==> src/hw/rtl/kgbl_pkg.sv <==
`default_nettype none

package kgbl_pkg;

  // Field widths of the keypoint and result beats.
  localparam int X_W     = 12;
  localparam int Y_W     = 12;
  localparam int ID_W    = 16;
  localparam int CELL_W  = 5;

  // Configuration register widths.
  localparam int CFG_W     = 13;
  localparam int LIMIT_W   = 8;
  localparam int CFG_IDX_W = 3;

  // Grid indices inside the block are wide enough for 256 rows or columns.
  localparam int IDX_W = 8;

  // Divider geometry: quotient bits, divisor bits and bits retired per cycle.
  localparam int QUOT_W    = 12;
  localparam int DIV_W     = 13;
  localparam int STEP_BITS = 4;
  localparam int DIV_STEPS = QUOT_W / STEP_BITS;
  localparam int STEP_CNT_W = (DIV_STEPS > 1) ? $clog2(DIV_STEPS) : 1;

  // Image generation tag kept beside each cell count.
  localparam int EPOCH_W = 8;

  // Configuration register indices.
  typedef enum logic [CFG_IDX_W-1:0] {
    CFG_PATCH_WIDTH     = 0,
    CFG_PATCH_HEIGHT    = 1,
    CFG_PER_PATCH_LIMIT = 2,
    CFG_IMAGE_WIDTH     = 3,
    CFG_IMAGE_HEIGHT    = 4
  } cfg_reg_t;

  // One keypoint beat.
  typedef struct packed {
    logic [X_W-1:0]  point_x;
    logic [Y_W-1:0]  point_y;
    logic [ID_W-1:0] point_id;
    logic            new_image;
  } point_t;

  // One result beat.
  typedef struct packed {
    logic              kept;
    logic              outside_grid;
    logic [CELL_W-1:0] cell_row;
    logic [CELL_W-1:0] cell_col;
    logic [ID_W-1:0]   id_out;
  } result_t;

  // A classified keypoint passed from the front end to the back end.
  typedef struct packed {
    logic             outside;
    logic             new_image;
    logic [IDX_W-1:0] row;
    logic [IDX_W-1:0] col;
    logic [ID_W-1:0]  id;
  } cls_item_t;

  typedef enum logic {
    F_IDLE,
    F_WAIT
  } front_state_t;

  typedef enum logic [1:0] {
    B_CLEAR,
    B_IDLE,
    B_READ,
    B_WRITE
  } back_state_t;

endpackage

`default_nettype wire

==> src/hw/rtl/kgbl_divider.sv <==
`default_nettype none

module kgbl_divider (
  input  wire logic                        clk,
  input  wire logic                        rst,
  input  wire logic                        start,
  input  wire logic [kgbl_pkg::QUOT_W-1:0] dividend,
  input  wire logic [kgbl_pkg::DIV_W-1:0]  divisor,
  output logic                             done,
  output logic [kgbl_pkg::QUOT_W-1:0]      quotient,
  output logic [kgbl_pkg::QUOT_W-1:0]      remainder
);

  logic                                busy;
  logic [kgbl_pkg::STEP_CNT_W-1:0]     step_cnt;
  logic [kgbl_pkg::QUOT_W-1:0]         dvd;
  logic [kgbl_pkg::QUOT_W-1:0]         dvd_next;
  logic [kgbl_pkg::QUOT_W-1:0]         quot;
  logic [kgbl_pkg::QUOT_W-1:0]         quot_next;
  logic [kgbl_pkg::DIV_W-1:0]          rem;
  logic [kgbl_pkg::DIV_W-1:0]          rem_next;
  logic [kgbl_pkg::DIV_W-1:0]          dsr;
  logic [kgbl_pkg::DIV_W:0]            trial;

  // Restoring division, several quotient bits per cycle, most significant first.
  always_comb begin
    rem_next  = rem;
    dvd_next  = dvd;
    quot_next = quot;
    trial     = '0;
    for (int i = 0; i < kgbl_pkg::STEP_BITS; i++) begin
      trial    = {rem_next, dvd_next[kgbl_pkg::QUOT_W-1]};
      dvd_next = {dvd_next[kgbl_pkg::QUOT_W-2:0], 1'b0};
      if (trial >= {1'b0, dsr}) begin
        trial     = trial - {1'b0, dsr};
        quot_next = {quot_next[kgbl_pkg::QUOT_W-2:0], 1'b1};
      end else begin
        quot_next = {quot_next[kgbl_pkg::QUOT_W-2:0], 1'b0};
      end
      rem_next = trial[kgbl_pkg::DIV_W-1:0];
    end
  end

  // Control: a start loads the operands, then the step counter runs down to zero and done is raised.
  always_ff @(posedge clk) begin
    if (rst) begin
      busy     <= 1'b0;
      done     <= 1'b0;
      step_cnt <= '0;
    end else if (start) begin
      busy     <= 1'b1;
      done     <= 1'b0;
      step_cnt <= kgbl_pkg::STEP_CNT_W'(kgbl_pkg::DIV_STEPS - 1);
    end else if (busy) begin
      if (step_cnt == '0) begin
        busy <= 1'b0;
        done <= 1'b1;
      end else begin
        step_cnt <= step_cnt - 1'b1;
      end
    end
  end

  // Datapath registers.
  always_ff @(posedge clk) begin
    if (start) begin
      dvd  <= dividend;
      dsr  <= divisor;
      rem  <= '0;
      quot <= '0;
    end else if (busy) begin
      dvd  <= dvd_next;
      rem  <= rem_next;
      quot <= quot_next;
    end
  end

  // The remainder never exceeds the dividend, so its low bits hold it whole.
  assign quotient  = quot;
  assign remainder = rem[kgbl_pkg::QUOT_W-1:0];

endmodule

`default_nettype wire

==> src/hw/rtl/kgbl_front.sv <==
`default_nettype none

module kgbl_front #(
  parameter int MAX_GRID_ROWS = 32,
  parameter int MAX_GRID_COLS = 32
) (
  input  wire logic                       clk,
  input  wire logic                       rst,
  input  wire logic                       push,
  input  wire kgbl_pkg::point_t           point,
  output logic                            full,
  input  wire logic                       clearing,
  input  wire logic [kgbl_pkg::CFG_W-1:0] patch_width,
  input  wire logic [kgbl_pkg::CFG_W-1:0] patch_height,
  input  wire logic [kgbl_pkg::CFG_W-1:0] image_width,
  input  wire logic [kgbl_pkg::CFG_W-1:0] image_height,
  output logic                            mid_push,
  output kgbl_pkg::cls_item_t             mid_item,
  input  wire logic                       mid_full
);

  kgbl_pkg::front_state_t              state;
  kgbl_pkg::front_state_t              state_next;
  kgbl_pkg::point_t                    pt;
  logic                                accept;
  logic [kgbl_pkg::CFG_W-1:0]          pw_eff;
  logic [kgbl_pkg::CFG_W-1:0]          ph_eff;
  logic                                x_done;
  logic                                y_done;
  logic [kgbl_pkg::QUOT_W-1:0]         col_q;
  logic [kgbl_pkg::QUOT_W-1:0]         row_q;
  logic [kgbl_pkg::QUOT_W-1:0]         x_rem;
  logic [kgbl_pkg::QUOT_W-1:0]         y_rem;
  logic [kgbl_pkg::X_W-1:0]            base_x;
  logic [kgbl_pkg::Y_W-1:0]            base_y;
  logic                                out_col;
  logic                                out_row;
  logic                                outside;
  logic                                div_done;

  // A zero patch size behaves as one pixel.
  assign pw_eff = (patch_width == '0) ? kgbl_pkg::CFG_W'(1) : patch_width;
  assign ph_eff = (patch_height == '0) ? kgbl_pkg::CFG_W'(1) : patch_height;

  assign accept   = push && !full;
  assign div_done = x_done && y_done;

  // Column and row quotients run side by side.
  kgbl_divider u_div_x (
    .clk       (clk),
    .rst       (rst),
    .start     (accept),
    .dividend  (point.point_x),
    .divisor   (pw_eff),
    .done      (x_done),
    .quotient  (col_q),
    .remainder (x_rem)
  );

  kgbl_divider u_div_y (
    .clk       (clk),
    .rst       (rst),
    .start     (accept),
    .dividend  (point.point_y),
    .divisor   (ph_eff),
    .done      (y_done),
    .quotient  (row_q),
    .remainder (y_rem)
  );

  // Grid bounds: column c lies inside the grid exactly when c * patch_width
  // is below the image width and c is below MAX_GRID_COLS, and c * patch_width
  // is the point less its remainder, so no second division is needed.
  assign base_x  = pt.point_x - x_rem;
  assign base_y  = pt.point_y - y_rem;
  assign out_col = (image_width == '0) || ({1'b0, base_x} >= image_width) ||
                   ({1'b0, col_q} >= kgbl_pkg::CFG_W'(MAX_GRID_COLS));
  assign out_row = (image_height == '0) || ({1'b0, base_y} >= image_height) ||
                   ({1'b0, row_q} >= kgbl_pkg::CFG_W'(MAX_GRID_ROWS));
  assign outside = out_col || out_row;

  // Classified beat for the back end.
  always_comb begin
    mid_item.outside   = outside;
    mid_item.new_image = pt.new_image;
    mid_item.row       = outside ? '0 : row_q[kgbl_pkg::IDX_W-1:0];
    mid_item.col       = outside ? '0 : col_q[kgbl_pkg::IDX_W-1:0];
    mid_item.id        = pt.point_id;
  end

  // Next state.
  always_comb begin
    state_next = state;
    case (state)
      kgbl_pkg::F_IDLE: begin
        if (accept) begin
          state_next = kgbl_pkg::F_WAIT;
        end
      end
      kgbl_pkg::F_WAIT: begin
        if (div_done && !mid_full) begin
          state_next = kgbl_pkg::F_IDLE;
        end
      end
      default: begin
        state_next = kgbl_pkg::F_IDLE;
      end
    endcase
  end

  // Outputs.
  always_comb begin
    full     = (state != kgbl_pkg::F_IDLE) || clearing;
    mid_push = (state == kgbl_pkg::F_WAIT) && div_done && !mid_full;
  end

  always_ff @(posedge clk) begin
    if (rst) begin
      state <= kgbl_pkg::F_IDLE;
    end else begin
      state <= state_next;
    end
  end

  // Hold the keypoint while its division runs.
  always_ff @(posedge clk) begin
    if (accept) begin
      pt <= point;
    end
  end

endmodule

`default_nettype wire

==> config.mk <==
export PLATFORM = sky130hd
export DESIGN_NAME = kgbl_front
export DESIGN_NICKNAME = d
export VERILOG_FILES = /design/src/hw/rtl/kgbl_pkg.sv /design/src/hw/rtl/kgbl_divider.sv /design/src/hw/rtl/kgbl_front.sv
export SDC_FILE = /design/constraint.sdc
export NUM_CORES = 1
export LEC_CHECK = 0
export ABC_AREA = 1
export BUFFER_PORTS_ARGS = -buffer_cell sky130_fd_sc_hd__buf_2
export CAP_MARGIN = 20
export CORE_MARGIN = 2
export CORE_UTILIZATION = 45
export CTS_CLUSTER_SIZE = 14
export DETAILED_ROUTE_END_ITERATION = 16
export GPL_TIMING_DRIVEN = 0
export PLACE_DENSITY = 0.65
export SYNTH_ARGS = -nofsm -noshare
export SYNTH_HDL_FRONTEND = slang
export SYNTH_SLANG_ARGS = --single-unit
==> constraint.sdc <==
create_clock -name clk -period 10 [get_ports clk]
set_clock_uncertainty 0.1 [all_clocks]
set_input_delay 2.5 -clock clk [delete_from_list [all_inputs] [get_ports clk]]
set_output_delay 2.5 -clock clk [all_outputs]
set_load 0.05 [all_outputs]
### After elaboration in Yosys (flattened, before gate mapping)

Cells that the tools add are included.

* register bits after elaboration: 150
* latch bits: 0
* RAM bits: 0
* bits in read-only memories: 0
* output and inout bits: 36
* memories kept: 0

* add/sub/neg operators: 12
* multipliers: 0
* div/mod/pow operators: 0
* $lt $le $gt $ge: 12
* equal/unequal tests: 2
* shift-type cells: 0
* mux-type cells: 37
* bitwise gates (word level): 3
* reduce and logical (&&, ||, !) cells: 28

Operator list (count)
* greater-or-equal comparator 14 x 13 -> 1 bit: 8
* two-way mux 13 bit: 8
* subtractor 13 bit: 8
* zero test 13 bit: 4
* two-way mux 12 bit: 4
* greater-or-equal comparator 12 x 13 -> 1 bit: 2
* greater-or-equal comparator 12 x 6 -> 1 bit (second input constant): 2
* subtractor 12 bit: 2
* two-way mux 1 bit: 16
* two-way mux 8 bit: 2
* two-way mux 2 bit: 6
* AND reduction 2 bit: 6
* logical OR 1 bit: 6
* logical AND 1 bit: 5
* zero test 2 bit: 2
* != test 2 bit (second input constant): 2
* nonzero test 2 bit: 2
* subtractor 2 x 1 -> 2 bit (second input constant): 2
* NOT 1 bit: 3
* zero test 1 bit: 2
* one-hot mux 1 bit (2 select lines): 1
* OR reduction 2 bit: 1

### Longest topological paths before layout

* depth after elaboration: 8
* mapped depth: 59
* depth with buffers taken out: 55

### Hierarchy

Synthesis repeated with hierarchy kept, for this count alone.

* cells, all modules: 2010
* area, all modules: 14208.6 um^2

Modules (own cells, without submodules)
* kgbl_divider at u_div_x: instances 1, cells each 764, area an instance 5248.8 um^2
* kgbl_divider at u_div_y: instances 1, cells each 752, area an instance 5166.2 um^2
* kgbl_front: instances 1, cells each 494, area an instance 3793.6 um^2

### Worst setup path after synthesis

OpenSTA, ideal clock, no wires.

* kind: reg-to-reg
* start: reg u_div_x.dsr[1] in the netlist's numbering
* end: reg u_div_x.rem[12] in the netlist's numbering
* setup time: 0.228 ns
* arrival time: 6.782 ns
* data required time: 9.672 ns
* slack: 2.891 ns
* stages on the path, launching flop included: 52
* cell sequence: edfxtp_1 -> inv_1 -> fa_1 -> nand2_1 -> nand3_2 -> nand2_1 -> nand3_2 -> buf_6 -> buf_6 -> o21ai_0 -> inv_1 -> ha_1 -> nand2_1 -> nor2_1 -> nand2_1 -> inv_1 -> nand2_1 -> nand3_1 -> (+16 left out) -> buf_6 -> o21ai_0 -> inv_1 -> ha_1 -> a21o_1 -> nor2_1 -> inv_1 -> nand2_1 -> nand2_1 -> a21oi_1 -> o21bai_1 -> a21oi_1 -> nand3_2 -> buf_6 -> nand2_1 -> nand2_1 -> nor2_1 -> nor2_1

* cells in the longest elaborated chain, start to end: 8
* elaborated cells on any way between the ends: 12
* those cells by class: 4 x add/sub; 4 x order compare; 4 x mux

Ends and longest elaborated chain
* start, declared: line kgbl_divider.sv:22 `logic [kgbl_pkg::DIV_W-1:0] dsr;`
* start signal, assigned: line kgbl_divider.sv:68 `dsr <= divisor;`
* subtractor 13 bit / greater-or-equal comparator 14 x 13 -> 1 bit (equally long branches): line kgbl_divider.sv:35, kgbl_divider.sv:34
* two-way mux 13 bit: line kgbl_divider.sv:34 `if (trial >= {1'b0, dsr}) begin`
* subtractor 13 bit / greater-or-equal comparator 14 x 13 -> 1 bit (equally long branches): line kgbl_divider.sv:35, kgbl_divider.sv:34
* two-way mux 13 bit: line kgbl_divider.sv:34
* subtractor 13 bit / greater-or-equal comparator 14 x 13 -> 1 bit (equally long branches): line kgbl_divider.sv:35, kgbl_divider.sv:34
* two-way mux 13 bit: line kgbl_divider.sv:34
* subtractor 13 bit / greater-or-equal comparator 14 x 13 -> 1 bit (equally long branches): line kgbl_divider.sv:35, kgbl_divider.sv:34
* two-way mux 13 bit *: line kgbl_divider.sv:34
* end signal, assigned: line kgbl_divider.sv:73 `rem <= rem_next;`
* end, declared: line kgbl_divider.sv:20 `logic [kgbl_pkg::DIV_W-1:0] rem;`

Every way passes the cells marked *; elsewhere a longest branch is shown, timed or not.
A chain may end at the register's enable or synchronous reset.

### Worst setup path in the final report

* start: reg u_div_y.dsr[1] in the netlist's numbering
* end: reg u_div_y.rem[4] in the netlist's numbering

* cells in the longest elaborated chain, start to end: 8
* elaborated cells on any way between the ends: 12
* those cells by class: 4 x add/sub; 4 x order compare; 4 x mux

Ends and longest elaborated chain (line)
* start, declared: kgbl_divider.sv:22
* start signal, assigned: kgbl_divider.sv:68
* subtractor 13 bit / greater-or-equal comparator 14 x 13 -> 1 bit (equally long branches): kgbl_divider.sv:35, kgbl_divider.sv:34
* two-way mux 13 bit: kgbl_divider.sv:34
* subtractor 13 bit / greater-or-equal comparator 14 x 13 -> 1 bit (equally long branches): kgbl_divider.sv:35, kgbl_divider.sv:34
* two-way mux 13 bit: kgbl_divider.sv:34
* subtractor 13 bit / greater-or-equal comparator 14 x 13 -> 1 bit (equally long branches): kgbl_divider.sv:35, kgbl_divider.sv:34
* two-way mux 13 bit: kgbl_divider.sv:34
* subtractor 13 bit / greater-or-equal comparator 14 x 13 -> 1 bit (equally long branches): kgbl_divider.sv:35, kgbl_divider.sv:34
* two-way mux 13 bit *: kgbl_divider.sv:34
* end signal, assigned: kgbl_divider.sv:73
* end, declared: kgbl_divider.sv:20

Marked as above.

==> metrics.cfg <==
[status]
status = finished clean

[global_route]
grt_antenna_before_repair = 1
track_usage = 0.243
grt.overflow.total = 0
grt_pass1_vias = 11700
grt_first_pass_wirelength_mm = 59.6
grt_start_max_net_pins = 29

[timing]
relSlewSlack = 0.565
rsz0062_at_grt = no
period_share = 0.884
slew_violations = 0
hold_viol = 0
max_freq_mhz = 113
finalSetupViolations = 0
tightest_slew_ns = 0.646
fin_setup_tns_ns = 0
period_needed_ns = 8.84

[floorplanning]
start_util = 0.459
row_count = 63
fp.dieH_um = 178
io_pins = 134
core_area_um2 = 29800
die_x_um = 178
die-area_um2 = 31800

[clock_network]
ctsResizeCount = 0
path_clk_slew_ns = 0.07
numCtsBuffers = 17
cts_tree = built
clock-sinks = 150
cts_max_level = 4
post_cts_buffers = 0
cts-root-buf = clkbuf_16
clockBufferDepth = 2
insertion_delay_ns = 0.43
cts_hold_buf = 0

[logic_synthesis]
netlist_top_cells_count = nand2_1, inv_1, ha_1, nor2_1, a21oi_1
syn_inst = 1904
syn_avg_cell_area_um2 = 7.18
yosys_register_bits = 150
synth_top_cell_area_share = 0.200
yosysWarnings = 0
synth.distinct_cells = 56
yosysTopAreaCell = edfxtp_1
synthTopCellsByArea = edfxtp_1, ha_1, nand2_1
synth-async-reset-ratio = 0
synthesis.area_um2 = 13700
yosys.cell_count.top_type = nand2_1
synth_edf_count = 91
synth-seq-area-share = 0.286
ys.flop_type = edfxtp_1

[routing]
wl_mm = 38.5
viasPerCell = 5.14
avgRoutedWirePerCell_um = 15.6
drc = 0
first_iter_violations = 799
ant_nets = 0
drtPass1Iterations = 5
vias = 12600

[setup_path]
cp-start-kind = flip-flop
slowest_delay_ns = 0.58
criticalPathCategory = reg2reg
cp.arrival_ns = 9.05
cp_max_fo = 10
cpMaxStageDelayCell = edfxtp_1
cp_common_cell = nand2_1
cp.required_ns = 10.21
end_kind = flip-flop

[cells_and_area]
area_growth_syn_to_layout_pct = 13.3
drive_gt1_frac = 0.126
seqCellArea_um2 = 3910
nets = 2315
multi_input_area_um2 = 8040
fillers = 3017
fin_cells = 2461
fin_util = 0.520

[placement]
dpl.cell_count = 2428
place.port_buffers = 127
gp_congestion = 0.921
hpwl_mm = 31.4

[run]
maxCapViolations = 0

[hold_path]
hp-class = reg2reg

stage by stage:
step                      setup WS [ns]  cell area [um2]  hold slack (ns)
after floorplan                    2.89            13700            0.330
after global placement             1.26            14800            0.339
after detailed placement           1.34            14900            0.351
after CTS                          1.28            15500            0.366
after global routing              0.417            15500            0.394
final                              1.16            15500            0.365
flip-flops by register name, indices dropped and copies added (netlist names):
| register | count |
|---|---|
| u_div_x.quotient | 12 |
| u_div_y.dvd | 12 |
| state | 1 |
| u_div_x.dsr | 13 |
| u_div_y.done | 1 |
| u_div_y.busy | 1 |
| u_div_x.done | 1 |
| u_div_x.step_cnt | 2 |
| mid_item | 17 |
| u_div_y.step_cnt | 2 |
| u_div_y.dsr | 13 |
| pt | 24 |
| u_div_y.quotient | 12 |
| u_div_x.dvd | 12 |
| u_div_x.rem | 13 |
| u_div_y.rem | 13 |
| u_div_x.busy | 1 |
path summary, 6_finish.rpt:
path	startpoint	to	slack, ns	depth (start not counted)
worst max-delay path	u_div_y.dsr[1]	u_div_y.rem[4]	1.16	48
worst min-delay path	u_div_x.quotient[3]	u_div_x.quotient[7]	0.37	2
worst min register to register	u_div_x.quotient[3]	u_div_x.quotient[7]	0.37	2
worst max register to register	u_div_y.dsr[1]	u_div_y.rem[4]	1.16	48
worst max-delay path: cells and delay by family (launching register included):
family,cells,cell delay (ns)
adders and majority gates,4,1.58
and+or+nand+nor,25,2.45
buffers and inverters,8,1.37
AOI/OAI and AO/OA,11,2.65
DFF,1,0.58
per-layer routing:
layer | GRT usage | part of all wire
met1 | 0.327 | 0.46
met2 | 0.403 | 0.46
met3 | 0.0379 | 0.057
met4 | 0.0718 | 0.025
met5 | 0 | 0
logic make-up after synthesis:
group | count (synthesis) | synth area share
compound gates | 285 | 0.123
xor+xnor | 93 | 0.0595
fa+ha+maj | 160 | 0.152
buf+inv | 415 | 0.128
flops | 150 | 0.286
other cells | 1 | 0.000274
simple gates | 800 | 0.252
area by class of cell:
class                      count  area share
clock buffer                  17      0.0275
tap                          390      0.0315
buffer                        79      0.0313
clock inverter                15      0.0125
multi-input combinational   1344       0.519
inverter                     336      0.0816
antenna                        1    0.000162
sequential                   150       0.253
timing repair buffer         129      0.0441
cell usage in the layout (no fill, tap or decap), types with 14 or more instances in the layout:
master and count:
clkbuf_1 36, nor3_1 19, inv_1 323, edfxtp_1 91
buf_2 133, xor2_1 66, nand2_1 492, clkbuf_16 17
nor2_1 120, dfxtp_1 59, a22oi_1 16, nand3_1 85
ha_1 150, buf_4 26, a21oi_1 109, o21ai_0 69
xnor2_1 27, o21bai_1 14, nand4_1 23
Power is left out: the tool's default activity adds up to more than one toggle a clock period on the data nets, which glitch-free logic cannot reach.
