`src/hw/rtl/kgbl_fifo.sv`:
```
`default_nettype none

module kgbl_fifo #(
  parameter type item_t = logic,
  parameter int  DEPTH  = 2
) (
  input  wire logic  clk,
  input  wire logic  rst,
  input  wire logic  push,
  input  wire item_t wr_item,
  output logic       full,
  input  wire logic  pop,
  output item_t      rd_item,
  output logic       empty
);

  localparam int PTR_W = (DEPTH > 1) ? $clog2(DEPTH) : 1;
  localparam int CNT_W = $clog2(DEPTH + 1);

  item_t             slots [DEPTH];
  logic [PTR_W-1:0]  wr_ptr;
  logic [PTR_W-1:0]  rd_ptr;
  logic [CNT_W-1:0]  count;
  logic              do_push;
  logic              do_pop;

  assign full    = (count == CNT_W'(DEPTH));
  assign empty   = (count == '0);
  assign do_push = push && !full;
  assign do_pop  = pop && !empty;
  assign rd_item = slots[rd_ptr];

  // Pointers and fill level.
  always_ff @(posedge clk) begin
    if (rst) begin
      wr_ptr <= '0;
      rd_ptr <= '0;
      count  <= '0;
    end else begin
      if (do_push) begin
        wr_ptr <= (wr_ptr == PTR_W'(DEPTH - 1)) ? '0 : wr_ptr + 1'b1;
      end
      if (do_pop) begin
        rd_ptr <= (rd_ptr == PTR_W'(DEPTH - 1)) ? '0 : rd_ptr + 1'b1;
      end
      if (do_push && !do_pop) begin
        count <= count + 1'b1;
      end else if (do_pop && !do_push) begin
        count <= count - 1'b1;
      end
    end
  end

  // Storage.
  always_ff @(posedge clk) begin
    if (do_push) begin
      slots[wr_ptr] <= wr_item;
    end
  end

endmodule

`default_nettype wire

```
`config.mk`:
```
export PLATFORM = sky130hd
export DESIGN_NAME = kgbl_fifo
export DESIGN_NICKNAME = d
export VERILOG_FILES = /design/src/hw/rtl/kgbl_fifo.sv
export SDC_FILE = /design/constraint.sdc
export NUM_CORES = 1
export LEC_CHECK = 0
export BUFFER_PORTS_ARGS = -buffer_cell sky130_fd_sc_hd__buf_2
export CORE_AREA = 2 2 39 41
export CTS_BUF_LIST = sky130_fd_sc_hd__clkbuf_2 sky130_fd_sc_hd__clkbuf_4 sky130_fd_sc_hd__clkbuf_8
export CTS_CLUSTER_SIZE = 10
export DETAILED_ROUTE_END_ITERATION = 8
export DIE_AREA = 0 0 41 43
export PLACE_DENSITY = 0.48
export SETUP_SLACK_MARGIN = 0.15
export SYNTH_ARGS = -nofsm -noshare
export SYNTH_HDL_FRONTEND = slang
export SYNTH_SLANG_ARGS = --single-unit
```
`constraint.sdc`:
```
create_clock -name clk -period 2.5 [get_ports clk]
set_input_delay 0 -clock clk [delete_from_list [all_inputs] [get_ports clk]]
set_output_delay 0 -clock clk [all_outputs]
set_load 0.01 [all_outputs]
```
After elaboration in Yosys (flattened, before gate mapping)
Memory sizes are Yosys's and may differ from the RTL's. A register that Yosys moved wholly into a read port is not among the register bits.
Cells that the tools add are included.
{ "totals": {"ram_bits": 2, "in_bits": 5, "out_inout_bits": 3, "elab_cells": 27, "memories": 1, "register_bits": 4} }
{ "mem_list": {"columns": ["name", "words", "word_bits", "read_ports", "rd_ports_with_merged_regs", "wr", "line_no", "rtl"], "rows": [
  ["slots", 2, 1, 1, 1, 1, "20", "item_t slots [DEPTH];"]
]} }
{ "op_classes": {"muxes": 8, "n_eq_ne": 1, "n_addsub": 4, "reduce_logical": 10} }
{ "op_table": {"columns": ["cell", "n"], "rows": [
  ["1-bit two-way mux", 6],
  ["1-bit logical AND", 4],
  ["1-bit logical NOT", 4],
  ["2-bit two-way mux", 2],
  ["1-bit adder (second input constant)", 2],
  ["2-bit by 1-bit adder with 2-bit output (second input constant)", 1],
  ["2-bit == test (second input constant)", 1],
  ["2-bit logical NOT", 1],
  ["2-bit nonzero test", 1],
  ["2-bit by 1-bit subtractor with 2-bit output (second input constant)", 1]
]} }

Longest topological paths before layout
Gate-level depths: netlist (run 1).
{ "logic_depth": {"depth_word": 7, "depth_mapped": 6, "depth_no_buf": 6} }

Worst setup path before layout (run 1)
Ideal clock, no wire load.
{ "synth_timing": {"path_kind": "register -> register", "from": "register count[1]", "to": "register count[1]", "path_stages_with_launch": 6, "slack_ns": 1.031, "path_buffers": 0, "setup_ns": 0.070, "arrival_time_ns": 1.399, "t_required_ns": 2.430, "synth_period_minus_slack_ns": 1.469, "cell_sequence": "dfxtp_1 -> nor2b_2 -> nor2_1 -> ha_1 -> or3_1 -> a21oi_1"} }
{ "synth_via": {"elab_chain_cells": 6, "word_cells_on_any_way": 15, "cone_classes": "2 x add/sub; 1 x eq/ne; 2 x mux; 10 x reduce/logical"} }
{ "synth_rtl": {"columns": ["element", "line_no", "rtl"], "rows": [
  ["from (decl)", "23", "logic [CNT_W-1:0] count;"],
  ["from (signal assigned)", "47", "count <= count + 1'b1;"],
  ["from (signal assigned)", "49", "count <= count - 1'b1;"],
  ["2-bit == test *", "27", "assign full = (count == CNT_W'(DEPTH));"],
  ["named net full", "11", "output logic full,"],
  ["1-bit logical NOT *", "29", "assign do_push = push && !full;"],
  ["1-bit logical AND *", "29", null],
  ["1-bit logical NOT", "48", "end else if (do_pop && !do_push) begin"],
  ["1-bit logical AND", "48", null],
  ["2-bit nonzero test (no source line)", null, null]
]} }
The timed path passes the listed nets; every way through them passes the cells marked *. The select of a mux whose other input is x is not followed.
A chain may end at the register's enable or synchronous reset.

Worst setup path after layout (run 1)
{ "layout_timing": {"from": "register count[1]", "to": "register count[1]"} }
{ "layout_via": {"elab_chain_cells": 6, "word_cells_on_any_way": 15, "cone_classes": "2 x add/sub; 1 x eq/ne; 2 x mux; 10 x reduce/logical"} }
{ "layout_rtl": {"columns": ["element", "line_no"], "rows": [
  ["2-bit == test / 2-bit logical NOT (equally long branches)", "27, 28"],
  ["1-bit logical NOT, on equally long branches", "29, 30"],
  ["1-bit logical AND, on equally long branches", "29, 30"],
  ["1-bit logical NOT, on equally long branches", "48, 46"],
  ["1-bit logical AND, on equally long branches", "48, 46"],
  ["2-bit nonzero test (no source line) / 2-bit two-way mux (equally long branches)", null]
]} }
Parallel ways exist; a longest one is shown, timed or not. The select of a mux whose other input is x is not followed.

==> metrics.md, run 1 <==
| Metric | Value |
|---|---|
| Status | finished, final reports clean |
| CTS tree | yes |
| #FFs+latches synth | 7 |
| CP Launch Type | flop |
| # port buffers | 7 |
| Commonest non-fill, non-tap cell in the layout | buf_2 |
| Clock network power share | 25.6% |
| Max-slew violation count | 0 |
| Pin count of the biggest net entering global routing | 6 |
| Post-route insts no fill | 57 |
| Initial antenna violation count | 0 |
| Post-Syn Instances | 28 |
| Worst r2r src | count[1] |
| Area Overhead vs Synth | 36.4% |
| CTS max path bufs | 2 |
| Endpoints failing setup | 0 |
| Clock Tree Root | clkbuf_4 |
| Post-Route WL | 459 um |
| Total negative slack | 0 ns |
| Beginning of the worst hold path | push |
| Crit end category | flop |
| Die Ht | around 43 um |
| H-Tree Depth | 1 |
| Post-route ant nets | 0 |
| I/O pins | 8 |
| Tot GR Track Use | about 7.1% |
| Die Width | between 40 and 50 um |
| Die area | 1760 um2 |
| Commonest cells after routing, fill and taps aside | 7 x buf_2, 5 x nor2_1, 5 x dfxtp_1 |
| Final instance area | a little under 400 um2 |
| Sequential power share | 40.4% |
| Core region area | 1380 um2 |
| Worst slew margin | roughly four fifths |
| Synth warn | 0 |
| ANT cells | 0 |
| Tmin final | 1.52 ns |
| Mapped Area | 289 um2 |
| First-pass GRT wire length | ~730 um |
| Net load switching power | around 0.14 mW |
| Arr. time, crit path | 1.70 ns |
| Placed cells | 51 |
| R2R cell count | 5 |
| Number of setup buffers added after CTS | 0 |
| Total power | between 0.4 and 0.5 mW |
| Syn Nets | 34 |
| Wire per inst | 8.05 um |
| RSZ-0062 raised after global routing | false |
| Critical path class | reg -> reg |
| Row count | 14 |
| Post-synth cell types | 12 |
| PD cells | 1110 nW/um2 |
| Leak | 0.178 nW |
| DRT iter0 DRCs | 2 |
| Gr ovfl total | 0 |
| Worst Setup SP | count[1] |
| Worst Hold Depth | 4 |
| Setup WS pre-CTS | 0.974 ns |
| Max_cap viols | 0 |
| Syn Area/Cell | 10.3 um2 |
| Layout cells sized above 1 | 31.7% |
| Clock transition at the registers of the reported paths | 0.05 ns |
| Worst EP required | 2.68 ns |
| Worst-path maximum fanout | 5 |
| Gate power share | 33.9% |
| Slack of the critical path | roughly 0.98 ns |
| DR pass1 iterations | 2 |
| Tcrit/Tclk final | between 60% and 70% |
| Initial Util | 20.9% |
| Post-CTS sizing | 0 |
| Worst hold slack | 0.133 ns |
| Seq/Total Area, Yosys | 55.4% |
| Net switching fraction of the power | a little under a third |
| Least-Margin Pin Slew | 0.304 ns |
| Clock skew | ~0.0021 ns |
| Via-to-Cell Ratio | around 4 |
| Core Util, Final | ~28% |
| Min-delay worst type | in -> reg |
| TritonCTS Buffers | 3 |
| Gpl congestion | 0.651 |
| Final Hold Viols | 0 |
| Max IR drop VDD | 0.335 mV |
| Vias | 224 |
| Worst-Skew Late Latency | 0.25 ns |
| Internal Power | 0.298 mW |
| Vias in the first global route | 185 |
| DRC Markers | 0 |
| # clock sinks | 7 |
| Area after DPL | roughly 340 um2 |
| Nets@finish | 48 |
| F_max | 659 MHz |
timing repair:
action / in CTS / in global routing
hold endpoints to repair: 7 / 0
endpoints found under the setup margin: 0 / 0
hold buffers: 2 / 0
cells in the mapped netlist, drive strengths merged:
library cell	instances	area share, %
a21oi	2	3.5
and2	1	2.2
dfxtp	5	35
edfxtp	2	21
ha	1	4.3
inv	2	2.6
mux2	1	3.9
nor2	5	6.5
nor2b	1	3.0
o21ai	3	5.2
or3	2	4.3
xor2	3	9.1
cells by family after synthesis:
| family | after synthesis | synth area share [%] |
|---|---|---|
| AOI/OAI and AO/OA | 5 | 8.66 |
| xor gates and xnor gates | 3 | 9.09 |
| adders and majority gates | 1 | 4.33 |
| buffers and inverters | 2 | 2.60 |
| DFF | 7 | 55.4 |
| muxes | 1 | 3.90 |
| and+or+nand+nor | 9 | 16.0 |
critical path, cell delays in order, from the launching register on:
cell     delay, ns
dfxtp_1       0.37
nor2b_2       0.21
nor2_1        0.08
ha_1          0.31
or3_1         0.35
a21oi_1       0.13
metal layers:
metal	share of wire [%]	track usage, %	vias to the layer above
met5	0	0	-
met4	0	8.00	0
met3	1.7	4.71	0
met2	50	8.75	4
met1	48	6.89	102
li1	-	-	118
area by class of cell:
class	count	area [um2]
Timing Repair Buffer	9	55.1
Sequential cell	7	160
Inverter	2	7.51
Tap cell	16	20.0
Fill cell	149	990
Clock buffer	4	30.0
Multi-Input combinational cell	19	121
power groups by stage:
stage               logic (mW)  clock network, mW  registers, mW
detailed placement       0.148                  0          0.178
floorplan                0.110                  0          0.173
global route             0.171              0.127          0.180
CTS                      0.151              0.117          0.176
finish                   0.148              0.112          0.176
global placement         0.149                  0          0.177
worst paths after layout:
path	endpoint	slack [ns]
setup / recovery	count[1]	0.98
hold / removal	wr_ptr	0.13
setup reg to reg	count[1]	0.98
hold reg to reg	wr_ptr	0.49
No activity file was read; power rests on OpenSTA's default activity.
==> run 2: changes to the inputs <==
clock period = 1.5 ns   (was 2.5 ns; I/O delays follow)
==> run 2 against run 1 <==
Net effect:
- sequential share of layout area fell by 6.0 points
- hold slack improved by 0.017 ns
- fmax rose by 10%
- core utilization rose by 5.4 points
- power rose by 110%
- sequential power rose by 74%
- routed wire length rose by 22%
- register-to-register slack got worse by 0.86 ns
- non-clock buffer count rose by 6
- critical path type unchanged
==> metrics.md, run 2 (same netlist as run 1, synthesis figures left out) <==
| Metric | Value |
|---|---|
| Status | finished, final reports clean |
| Initial Util | 20.9% (unchanged) |
| PD cells | 1930 nW/um2 (+74%) |
| DRC Markers | 0 (unchanged) |
| Placed cells | 52 (+2.0%) |
| Commonest cells after routing, fill and taps aside | 7 x buf_2, 5 x buf_4, 4 x nor2_1, 4 x clkbuf_4 |
| Vias in the first global route | 236 (+28%) |
| Clock transition at the registers of the reported paths | 0.05 ns (about the same) |
| CP Launch Type | flop |
| Die Ht | 43 um (unchanged) |
| RSZ-0062 raised after global routing | true |
| Tot GR Track Use | 7.87% (+0.80 points) |
| Layout cells sized above 1 | 51.1% (+19 points) |
| Sequential power share | 34.0% (-6.4 points) |
| Final Hold Viols | 0 (unchanged) |
| Via-to-Cell Ratio | 3.98 (+1.4%) |
| Die Width | 41 um (unchanged) |
| Tmin final | 1.38 ns (-0.141 ns) |
| Max_cap viols | 0 (unchanged) |
| Crit end category | flop |
| Arr. time, crit path | 1.55 ns (-0.15 ns) |
| Wire per inst | 8.89 um (+10%) |
| Clock Tree Root | clkbuf_4 |
| Nets@finish | 54 (+13%) |
| Detailed Place HPWL | roughly 340 um |
| Area Overhead vs Synth | 62.3% |
| Net load switching power | 0.281 mW (+100%) |
| Endpoints failing setup | 0 (unchanged) |
| Worst r2r src | count[1] |
| Post-route ant nets | 0 (unchanged) |
| CTS max path bufs | 2 (unchanged) |
| Die area | 1760 um2 (unchanged) |
| FILL cells | 143 (-4.0%) |
| Post-Route WL | 560 um (+22%) |
| Pin count of the biggest net entering global routing | 6 (unchanged) |
| Worst EP required | 1.68 ns (-1.00 ns) |
| Critical path class | reg -> reg |
| Net switching fraction of the power | 31.1% (-0.64 points) |
| Worst hold slack | 0.150 ns (+0.0172 ns) |
| F_max | 726 MHz (+10%) |
| Worst Setup SP | count[1] |
| ANT cells | 0 (unchanged) |
| Min-delay worst type | in -> reg |
| Clock network power share | 20.4% (-5.2 points) |
| Gpl congestion | 0.682 (+4.7%) |
| Total power | 0.904 mW (+110%) |
| Worst Hold Depth | 4 (unchanged) |
| Beginning of the worst hold path | push |
| Worst-Skew Late Latency | 0.25 ns (about the same) |
| R2R cell count | 6 (+1) |
| DR pass1 iterations | 3 (+1) |
| Worst-path maximum fanout | 3 (-2) |
| Clock skew | 0.00462 ns (+0.00248 ns) |
| First-pass GRT wire length | 834 um (+14%) |
| TritonCTS Buffers | 3 (unchanged) |
| Vias | 251 (+12%) |
| Gate power share | 45.7% (+12 points) |
| Gr ovfl total | 0 (unchanged) |
| Total negative slack | 0 ns (unchanged) |
| DRT iter0 DRCs | 2 (unchanged) |
| Least-Margin Pin Slew | 0.192 ns (-0.112 ns) |
| Core region area | 1380 um2 (unchanged) |
| Row count | 14 (unchanged) |
| # clock sinks | 7 (unchanged) |
| Tcrit/Tclk final | 91.9% (+31 points) |
| Worst slew margin | 87.2% (+7.7 points) |
| Max-slew violation count | 0 (unchanged) |
| Initial antenna violation count | 0 (unchanged) |
| I/O pins | 8 (unchanged) |
| # port buffers | 7 (unchanged) |
| Leak | 0.213 nW (+20%) |
| Commonest non-fill, non-tap cell in the layout | buf_2 |
| H-Tree Depth | 1 (unchanged) |
| Internal Power | 0.623 mW (+110%) |
| Post-route insts no fill | 63 (+11%) |
| CTS tree | yes |
| Max IR drop VDD | 0.834 mV (+150%) |
[run 2: per-stage QoR]
stage / instance area (um2) / worst slack (ns) / util [%]
floorplan: 297 / 0.0995 / -
global placement: 359 / 0.0879 / 25.9
detailed placement: 359 / 0.0805 / 25.9
CTS: 439 / 0.123 / 31.7
global route: 469 / 0.0396 / 33.9
finish: 469 / 0.122 / 33.9
[run 2: repair_timing]
item	4_1_cts	5_1_grt
buffers inserted	4	1
setup endpoints to repair	1	2
hold endpoints to repair	7	0
hold buffers	2	0
pin swaps	2	3
gates resized for setup	0	4
[run 2: final cells by class]
| class | count | area, um2 | area share (%) |
|---|---|---|---|
| flip-flops and latches | 7 | 163 | 34.7 |
| inverters | 2 | 7.51 | 1.60 |
| well taps | 16 | 20.0 | 4.27 |
| clock buffers | 4 | 30.0 | 6.40 |
| repair buffers | 15 | 104 | 22.1 |
| multi-input cells | 19 | 145 | 30.9 |
[run 2: power by group through the flow]
stage          Clock, mW  Sequential (mW)  Combinational (mW)
2_1_floorplan          0            0.300               0.194
3_5_place_dp           0            0.308               0.268
4_1_cts            0.195            0.301               0.348
3_3_place_gp           0            0.309               0.271
5_1_grt            0.200            0.315               0.459
6_report           0.184            0.307               0.413
[run 2: critical path, cell delays in order (launching register included)]
cell and delay [ns]:
dfxtp_2 0.35, nor2b_4 0.16, nor2_2 0.06, ha_4 0.15
xor2_1 0.14, or3_1 0.32, a21oi_1 0.14
[run 2: per-layer routing]
layer  share of wire [%]  GRT usage (%)
met5                   0              0
met4                   0           4.00
met2                  51           11.9
met3                 6.4           7.85
met1                  43           6.21
[run 2: worst paths after layout]
kind	slack [ns]	endpoint
worst max-delay path	0.12	count[1]
worst min-delay path	0.15	wr_ptr
worst max register to register	0.12	count[1]
worst min register to register	0.49	wr_ptr
==> run 3: changes to the inputs <==
CTS_BUF_LIST = sky130_fd_sc_hd__clkbuf_4   (was sky130_fd_sc_hd__clkbuf_2 sky130_fd_sc_hd__clkbuf_4 sky130_fd_sc_hd__clkbuf_8)
clock period = 1.4 ns   (was 1.5 ns; I/O delays follow)
==> run 3 against run 2 <==
Net effect:
- the run now ends with negative setup slack left
- cell count stayed put
- register-to-register slack got worse by 0.13 ns
- count of clock-buffer cells in the layout unchanged
- highest routed layer is now met4
==> metrics.md, run 3 (same netlist as run 1, synthesis figures left out) <==
| Metric | Value |
|---|---|
| Worst slew margin | 84.1% (-3.1 points) |
| # clock sinks | 7 (unchanged) |
| TritonCTS Buffers | 3 (unchanged) |
| Post-Route WL | 574 um (+2.5%) |
| Leak | 0.211 nW (-1.2%) |
| DRC Markers | 0 (unchanged) |
| Setup WS pre-CTS | 0.0123 ns (-0.0682 ns) |
| ANT cells | 0 (unchanged) |
| DRT iter0 DRCs | 4 (+2) |
| Initial antenna violation count | 0 (unchanged) |
| Final Hold Viols | 0 (unchanged) |
| R2R cell count | 5 (-1) |
| CTS tree | yes |
| Detailed Place HPWL | 360 um (+5.5%) |
| PD cells | 2090 nW/um2 (+8.5%) |
| Vias in the first global route | 230 (-2.5%) |
| Max_cap viols | 0 (unchanged) |
| F_max | 712 MHz (-1.9%) |
| Via-to-Cell Ratio | 4.00 (+0.40%) |
| DR pass1 iterations | 3 (unchanged) |
| Placed cells | 54 (+3.8%) |
| Arr. time, crit path | 1.55 ns (about the same) |
| Slack of the critical path | -0.00518 ns (-0.127 ns) |
| CP Launch Type | flop |
| Tcrit/Tclk final | 100% (+8.5 points) |
| Clock Tree Root | clkbuf_4 |
| Area Overhead vs Synth | 60.2% |
| Total negative slack | -0.00518 ns (-0.00518 ns) |
| Layout cells sized above 1 | 53.2% (+2.1 points) |
| First-pass GRT wire length | 848 um (+1.7%) |
| Status | finished with violations |
| RSZ-0062 raised after global routing | true |
| Commonest cells after routing, fill and taps aside | 7 x buf_2, 6 x buf_4, 4 x nor2_1, 4 x clkbuf_4 |
| I/O pins | 8 (unchanged) |
| Pin count of the biggest net entering global routing | 6 (unchanged) |
| Tot GR Track Use | 8.79% (+0.92 points) |
| Worst Setup EP | count[1] |
| Worst r2r src | count[0] |
| Nets@finish | 54 (unchanged) |
| Max-slew violation count | 0 (unchanged) |
| Clock skew | 0.000188 ns (-0.00443 ns) |
| Clock transition at the registers of the reported paths | 0.05 ns (about the same) |
| Die Width | 41 um (unchanged) |
| Row count | 14 (unchanged) |
| Worst EP required | 1.54 ns (-0.14 ns) |
| Commonest non-fill, non-tap cell in the layout | buf_2 |
| Die area | 1760 um2 (unchanged) |
| Wire per inst | 9.11 um (+2.5%) |
| # port buffers | 7 (unchanged) |
| Min-delay worst type | in -> reg |
| Register-to-register setup slack | -0.005 ns (-0.13 ns) |
| Failing checks | negative setup slack |
| Initial Util | 20.9% (unchanged) |
| Worst-path maximum fanout | 4 (+1) |
| Worst Setup SP | count[0] |
| Post-route insts no fill | 63 (unchanged) |
| Gr ovfl total | 0 (unchanged) |
| Die Ht | 43 um (unchanged) |
| CTS max path bufs | 2 (unchanged) |
| Critical path class | reg -> reg |
| Worst hold slack | 0.141 ns (-0.00849 ns) |
| Core region area | 1380 um2 (unchanged) |
| Worst-Skew Late Latency | 0.26 ns (about the same) |
| H-Tree Depth | 1 (unchanged) |
| Vias | 252 (+0.40%) |
| Least-Margin Pin Slew | 0.236 ns (+0.0446 ns) |
| Endpoints failing setup | 1 (+1) |
| Tmin final | 1.41 ns (+0.0274 ns) |
| Post-route ant nets | 0 (unchanged) |
| Gpl congestion | 0.632 (-7.3%) |
| Critical R2R Capture | count[1] |
| Max IR drop VDD | 0.760 mV (-8.8%) |
| FILL cells | 148 (+3.5%) |
| Total power | 0.969 mW (+7.1%) |
| Crit end category | flop |
==> run 3: worst max-delay path, cell delays in order, from the launching register on <==
cell and delay (ns):
dfxtp_4 0.36, o21ai_1 0.17, ha_2 0.31, buf_4 0.14, o21ai_0 0.23, a21oi_2 0.09
==> run 3: timing repair <==
| item | CTS | global route |
|---|---|---|
| buffers inserted | 2 | 1 |
| endpoints found under the hold margin | 7 | 0 |
| hold buffers | 2 | 0 |
| resized for setup | 1 | 4 |
| setup endpoints to repair | 3 | 3 |
| pin swaps | 1 | 0 |
==> run 3: how the worst min path moves through the flow <==
stage / start / endpoint / cells after the start
floorplan: rst / count[1] / 1
global placement: wr_item / slots[0] / 1
detailed placement: wr_item / slots[0] / 1
CTS: push / wr_ptr / 4
global route: push / wr_ptr / 4
finish: push / wr_ptr / 4
==> run 3: per-stage QoR <==
step / cell area [um2] / utilization (%)
after floorplan: 297 / -
after global routing: 463 / 33.5
after CTS: 442 / 31.9
after detailed placement: 374 / 27.0
after global placement: 374 / 27.0
final: 463 / 33.5
==> run 3: layout make-up <==
type                            instances  area, um2  share of cell area (%)
Sequential cell                         7        165                    35.7
Clock buffer                            4       30.0                    6.49
Inverter                                2       7.51                    1.62
Tap cell                               16       20.0                    4.32
Multi-Input combinational cell         19        140                    30.3
Timing Repair Buffer                   15        100                    21.6
==> run 3: metal layers <==
metal	global-route usage (%)	wire (um)	vias up
met4	14.0	36	0
li1	-	-	132
met3	6.28	38	4
met1	7.21	231	109
met2	10.0	267	7
met5	0	0	-
==> run 3: report_power, final <==
part / switching (mW) / internal [mW]
logic: 0.187 / 0.253
registers: 0.0392 / 0.281
clock network: 0.0793 / 0.128
total: 0.306 / 0.663
